File: src/rtl/core/egtm_pkg.sv
// Shared constants, types and the constant threshold table of the tone mapper.
// Depends on nothing.
package egtm_pkg;

  localparam int FRACTION_BITS = 16;
  localparam int CH_W          = 24;
  localparam int OUT_W         = 8;
  localparam int EXP_W         = 12;
  localparam int GAM_W         = 15;
  localparam int GAMMA_RESET   = 9011;
  localparam int INV_W         = 29;
  localparam int INV_RESET     = (1 << 28) / GAMMA_RESET;
  localparam int MANT_W        = 31;
  localparam int POS_W         = 5;
  localparam int FRAC_W        = 16;
  localparam int L_W           = 23;
  localparam int Y_W           = 21;
  localparam int MAP_STAGES    = 5;
  localparam int PIPE_DEPTH    = 1 + FRAC_W + MAP_STAGES;
  localparam int ADDR_W        = 3;

  typedef enum logic {
    REG_EXPOSURE = 1'b0,
    REG_GAMMA    = 1'b1
  } reg_idx_e;

  typedef struct packed {
    logic [POS_W-1:0]  pos;
    logic [MANT_W-1:0] mant;
    logic [FRAC_W-1:0] frac;
    logic              zero;
  } lg_t;

  typedef struct packed {
    logic             busy;
    logic [INV_W-1:0] inv;
  } recip_t;

  typedef logic signed [Y_W-1:0] thr_tab_t [256];

  function automatic int log2q_const(int v);
    int p;
    int frac;
    int t;
    longint unsigned m;
    p = 0;
    frac = 0;
    t = v;
    while (t > 1) begin
      t = t >> 1;
      p = p + 1;
    end
    m = longint'(v) << (30 - p);
    for (int i = 15; i >= 0; i--) begin
      m = (m * m) >> 30;
      if (m >= (64'd1 << 31)) begin
        m = m >> 1;
        frac = frac | (1 << i);
      end
    end
    return p * 65536 + frac;
  endfunction

  function automatic thr_tab_t build_thr();
    thr_tab_t tab;
    int l255;
    l255 = log2q_const(255);
    tab[0] = '0;
    for (int c = 1; c < 256; c++) begin
      tab[c] = Y_W'(log2q_const(c) - l255);
    end
    return tab;
  endfunction

  localparam thr_tab_t THR = build_thr();

endpackage

File: src/rtl/core/egtm_recip.sv
// Iterative reciprocal unit: forms floor(2^28 / gamma) one quotient bit per cycle.
// Depends on egtm_pkg.
module egtm_recip import egtm_pkg::*; (
  input  logic             clk_i,
  input  logic             rst_ni,
  input  logic             start_i,
  input  logic [GAM_W-1:0] gamma_i,
  output recip_t           rc_o
);

  logic             busy_q;
  logic [POS_W-1:0] cnt_q;
  logic [GAM_W-1:0] rem_q, div_q;
  logic [INV_W-1:0] quo_q, inv_q;
  logic [GAM_W:0]   trial;
  logic             qbit;
  logic [GAM_W-1:0] rem_d;
  logic [INV_W-1:0] quo_d;

  always_comb begin
    trial = {rem_q, cnt_q == POS_W'(INV_W - 1)};
    qbit  = trial >= {1'b0, div_q};
    rem_d = qbit ? GAM_W'(trial - {1'b0, div_q}) : GAM_W'(trial);
    quo_d = {quo_q[INV_W-2:0], qbit};
  end

  always_ff @(posedge clk_i or negedge rst_ni) begin
    if (!rst_ni) begin
      busy_q <= 1'b0;
      cnt_q  <= '0;
      inv_q  <= INV_W'(INV_RESET);
    end else if (start_i) begin
      busy_q <= 1'b1;
      cnt_q  <= POS_W'(INV_W - 1);
    end else if (busy_q) begin
      cnt_q <= cnt_q - 1'b1;
      if (cnt_q == '0) begin
        busy_q <= 1'b0;
        inv_q  <= quo_d;
      end
    end
  end

  always_ff @(posedge clk_i) begin
    if (start_i) begin
      div_q <= (gamma_i == '0) ? GAM_W'(1) : gamma_i;
      rem_q <= '0;
      quo_q <= '0;
    end else if (busy_q) begin
      rem_q <= rem_d;
      quo_q <= quo_d;
    end
  end

  assign rc_o = '{busy: busy_q, inv: inv_q};

endmodule

File: config.mk
export PLATFORM = sky130hd
export DESIGN_NAME = egtm_recip
export DESIGN_NICKNAME = d
export VERILOG_FILES = /design/src/rtl/core/egtm_pkg.sv /design/src/rtl/core/egtm_recip.sv
export SDC_FILE = /design/constraint.sdc
export NUM_CORES = 1
export LEC_CHECK = 0
export BUFFER_PORTS_ARGS = -buffer_cell sky130_fd_sc_hd__buf_2
export CAP_MARGIN = 20
export CORE_AREA = 2 2 82 123
export CTS_CLUSTER_SIZE = 30
export DETAILED_ROUTE_END_ITERATION = 6
export DIE_AREA = 0 0 84 125
export HOLD_SLACK_MARGIN = 0.1
export PLACE_DENSITY = 0.79
export SLEW_MARGIN = 15
export SYNTH_ARGS = -nofsm -noshare
export SYNTH_HDL_FRONTEND = slang
export SYNTH_SLANG_ARGS = --single-unit
File: constraint.sdc
create_clock -name clk_i -period 2.4 [get_ports clk_i]
set_input_delay 0.48 -clock clk_i [delete_from_list [all_inputs] [get_ports clk_i]]
set_output_delay 0.48 -clock clk_i [all_outputs]
set_load 0.005 [all_outputs]
==> impl_metrics.py <==
metrics = {
    "clock_tree": {
        "hold_buffers": 0,
        "root_buffer": "clkbuf_16",
        "clock_latency_ns": 0.34,
        "clock_path_buffers": 2,
        "cts.clk_slew.worst_paths_ns": 0.06,
        "ctsHtreeMaxLevel": 3,
        "cts_tree": "done",
        "clock_sinks": 93,
        "cts_made_buffers": 9,
    },
    "floorplanning": {
        "start_util_pct": 48.1,
        "ios": 48,
        "core_area_sq_um": 9520,
        "die_x_um": 84,
        "die-area_sq_um": 10500,
        "num_rows": 44,
        "die_y_um": 125,
    },
    "logic_synthesis": {
        "synth_area_sq_um": 4580,
        "ys_warn_count": 0,
        "synth_edf_count": 15,
        "ys_types": 67,
        "ys_ff_latch": 93,
        "synth_area_per_cell_sq_um": 10.9,
        "synthArstFlopShare_pct": 37.6,
        "synth.net_count": 456,
        "synthCells": 420,
        "seq_area_frac_synth_pct": 48.0,
        "synth_top_flop_cell": "dfxtp_1",
    },
    "detailed_routing": {
        "routedWlPerCell_um": 16.3,
        "vias_per_cell": 5.55,
        "dr.pass1.iters": 5,
        "drt_iter0_drc": 140,
        "num_vias": 3249,
        "wl_um": 9560,
        "drtAntennaViolNets": 0,
        "drc_errors": 0,
    },
    "timing": {
        "fin_crit_sh_pct": 110,
        "max-slew-margin-rel_pct": 47.0,
        "finClkSkew_ns": 0.00647,
        "worst_pin_slew_ns": 0.794,
        "worst_slack_ns": -0.240,
        "setup_violations": 17,
        "rsz0062_at_grt": "yes",
        "period_needed_ns": 2.64,
        "finalHoldViolCount": 0,
        "finalHoldWorstSlack_ns": 0.223,
        "slew_violations": 0,
        "max_freq_mhz": 379,
    },
    "cells_and_area": {
        "drive_above_1_share_pct": 33.0,
        "syn_to_final_growth_pct": 16.7,
        "fillers": 777,
        "multi_input_area_sq_um": 2150,
        "diodes": 0,
        "regArea_sq_um": 2200,
        "finalInstanceArea_sq_um": 5340,
        "fin_nets": 501,
    },
    "job": {
        "maxCapViolations": 0,
    },
    "placement": {
        "place_hpwl_um": 6800,
        "postPlaceCellArea_sq_um": 4910,
        "place.gp.congestion": 0.916,
        "numPortBuffers": 47,
    },
    "worst_setup_path": {
        "worstPathCellList": "inv_2, ha_4, nand4_1, ha_2, fa_2, nand2b_4, a21o_1, a211oi_4, buf_6, nor3_4, mux2_2, a211oi_2",
        "cpMaxStageDelayCell": "dfrtp_1",
        "critical_path_class": "reg2reg",
        "startpoint": "cnt_q[0]",
        "crit_path_start_kind": "register",
        "crit_required_ns": 2.66,
        "cp_top_family": "adder cells",
        "reg2reg_from": "cnt_q[0]",
        "path_max_fanout": 3,
        "arrival_ns": 2.90,
        "cp_slowest_stage_delay_ns": 0.39,
        "endpoint_kind": "register",
        "crit_buf_inv": 2,
    },
    "hold_path": {
        "hold_class": "in2async",
    },
    "power": {
        "vdd.ir_drop.worst_v": 0.000481,
        "total_leakage_power_nw": 2.54,
        "powerDensity_nw_per_um2": 662,
    },
    "outcome": {
        "violations": "negative setup slack",
        "status": "finished, violations left",
    },
    "grt": {
        "grt_overflow": 0,
        "gr-usage-all-layers_pct": 18.5,
        "antenna_found_initial": 0,
        "grt_max_degree": 67,
        "grt_pass1_wl_um": 15200,
        "grt_pass1_vias": 3282,
    },
}
## flip-flops by register name (all words and copies together) (netlist names)
name,flops
busy_q,1
inv_q,29
quo_q,28
cnt_q,5
div_q,15
rem_q,15
## final timing paths
check	cells after the start	slack (ns)	endpoint
max reg2reg	12	-0.24	rem_q[0]
min	1	0.22	inv_q[16]
min in group clk_i	1	0.33	div_q[14]
min reg2reg	2	0.47	inv_q[0]
max	12	-0.24	rem_q[0]
max in group asynchronous	1	1.63	busy_q
## cell type report
cell class                 count  share of cell area (%)
clock buffer                  13                    5.27
clock inverter                 3                   0.937
inverter                      23                    1.62
multi-input combinational    268                    40.3
sequential                    93                    41.2
tap                          115                    2.69
timing repair buffer          70                    7.96
## repair_timing
action / 4_1_cts / 5_1_grt
endpoints found under the hold margin: 0 / 0
endpoints found under the setup margin: 17 / 17
gates cloned: 1 / 0
pin swaps: 9 / 2
resized for setup: 10 / 6
buffers inserted: 4 / 0
## where the power goes
group          switching, mW  internal (mW)
clock                  0.584          0.937
combinational          0.204          0.159
sequential            0.0203           1.63
total                  0.809           2.73
## cell usage in the layout (no fill, tap or decap), types with 15 or more instances in the layout
cell type and instances:
nor2_1 48, buf_2 48, dfxtp_1 43, mux2i_1 33, mux2_2 27, dfrtp_1 25, inv_1 21, buf_4 19
ha_1 15, edfxtp_1 15
## through the flow
| stage | util (%) | instances | worst slack, ns | setup TNS [ns] | power [mW] |
|---|---|---|---|---|---|
| final | 56.1 | 585 | -0.240 | -2.54 | 3.54 |
| after global routing | 56.1 | 585 | -0.356 | -4.72 | 3.67 |
| after CTS | 55.8 | 585 | -0.231 | -2.18 | 3.56 |
| after detailed placement | 51.6 | 564 | -0.309 | -3.76 | 2.02 |
| after global placement | 51.6 | 564 | -0.221 | -2.37 | 2.01 |
| after floorplan | - | 420 | -0.213 | -2.39 | 1.91 |
## kinds of logic (layout without fill, tap and decap cells)
| kind of cell | after synthesis | count (layout) | synth area share [%] |
|---|---|---|---|
| flops | 93 | 93 | 48.0 |
| mux | 62 | 62 | 14.3 |
| buf+inv | 59 | 109 | 6.53 |
| simple gates | 100 | 100 | 11.5 |
| compound gates | 74 | 74 | 11.8 |
| fa+ha+maj | 18 | 18 | 5.08 |
| xor+xnor | 14 | 14 | 2.68 |
## synth_stat cells, drive strengths merged, types with 2 or more instances
| master | n | area, sq um |
|---|---|---|
| o32a | 2 | 22.5 |
| xor2 | 5 | 43.8 |
| nor3 | 3 | 26.3 |
| nand4 | 4 | 40.0 |
| a21oi | 14 | 70.1 |
| mux2i | 33 | 330 |
| nor2 | 48 | 180 |
| nor4 | 3 | 18.8 |
| buf | 10 | 90.1 |
| a31oi | 4 | 25.0 |
| mux2 | 29 | 327 |
| or3 | 2 | 17.5 |
| and3 | 3 | 20.0 |
| a21o | 6 | 46.3 |
| o21a | 3 | 22.5 |
| a311oi | 2 | 17.5 |
| nand2 | 12 | 45.0 |
| nor2b | 3 | 18.8 |
| nor3b | 3 | 22.5 |
| nand3 | 3 | 15.0 |
| o21bai | 3 | 22.5 |
| a211oi | 12 | 103 |
| dfrtp | 26 | 651 |
| o21ai | 12 | 60.1 |
| dfstp | 9 | 236 |
| nand2b | 7 | 46.3 |
| edfxtp | 15 | 450 |
| clkbuf | 26 | 123 |
| inv | 23 | 86.3 |
| nand3b | 2 | 15.0 |
| o211ai | 4 | 30.0 |
| a41o | 2 | 21.3 |
| dfxtp | 43 | 861 |
| o31ai | 2 | 15.0 |
| xnor2 | 9 | 78.8 |
| ha | 17 | 213 |
## layer usage
layer  wire [um]  share of wire [%]  up-vias  global-route usage, %
li1            -                  -     1576                      -
met3         341                3.6       37                   4.42
met2        5120                 54       80                   33.0
met5           0                  0        -                      0
met1        3510                 37     1556                   18.8
met4         585                6.1        0                   12.4
Note: power is estimated with default switching activity, not from simulation.
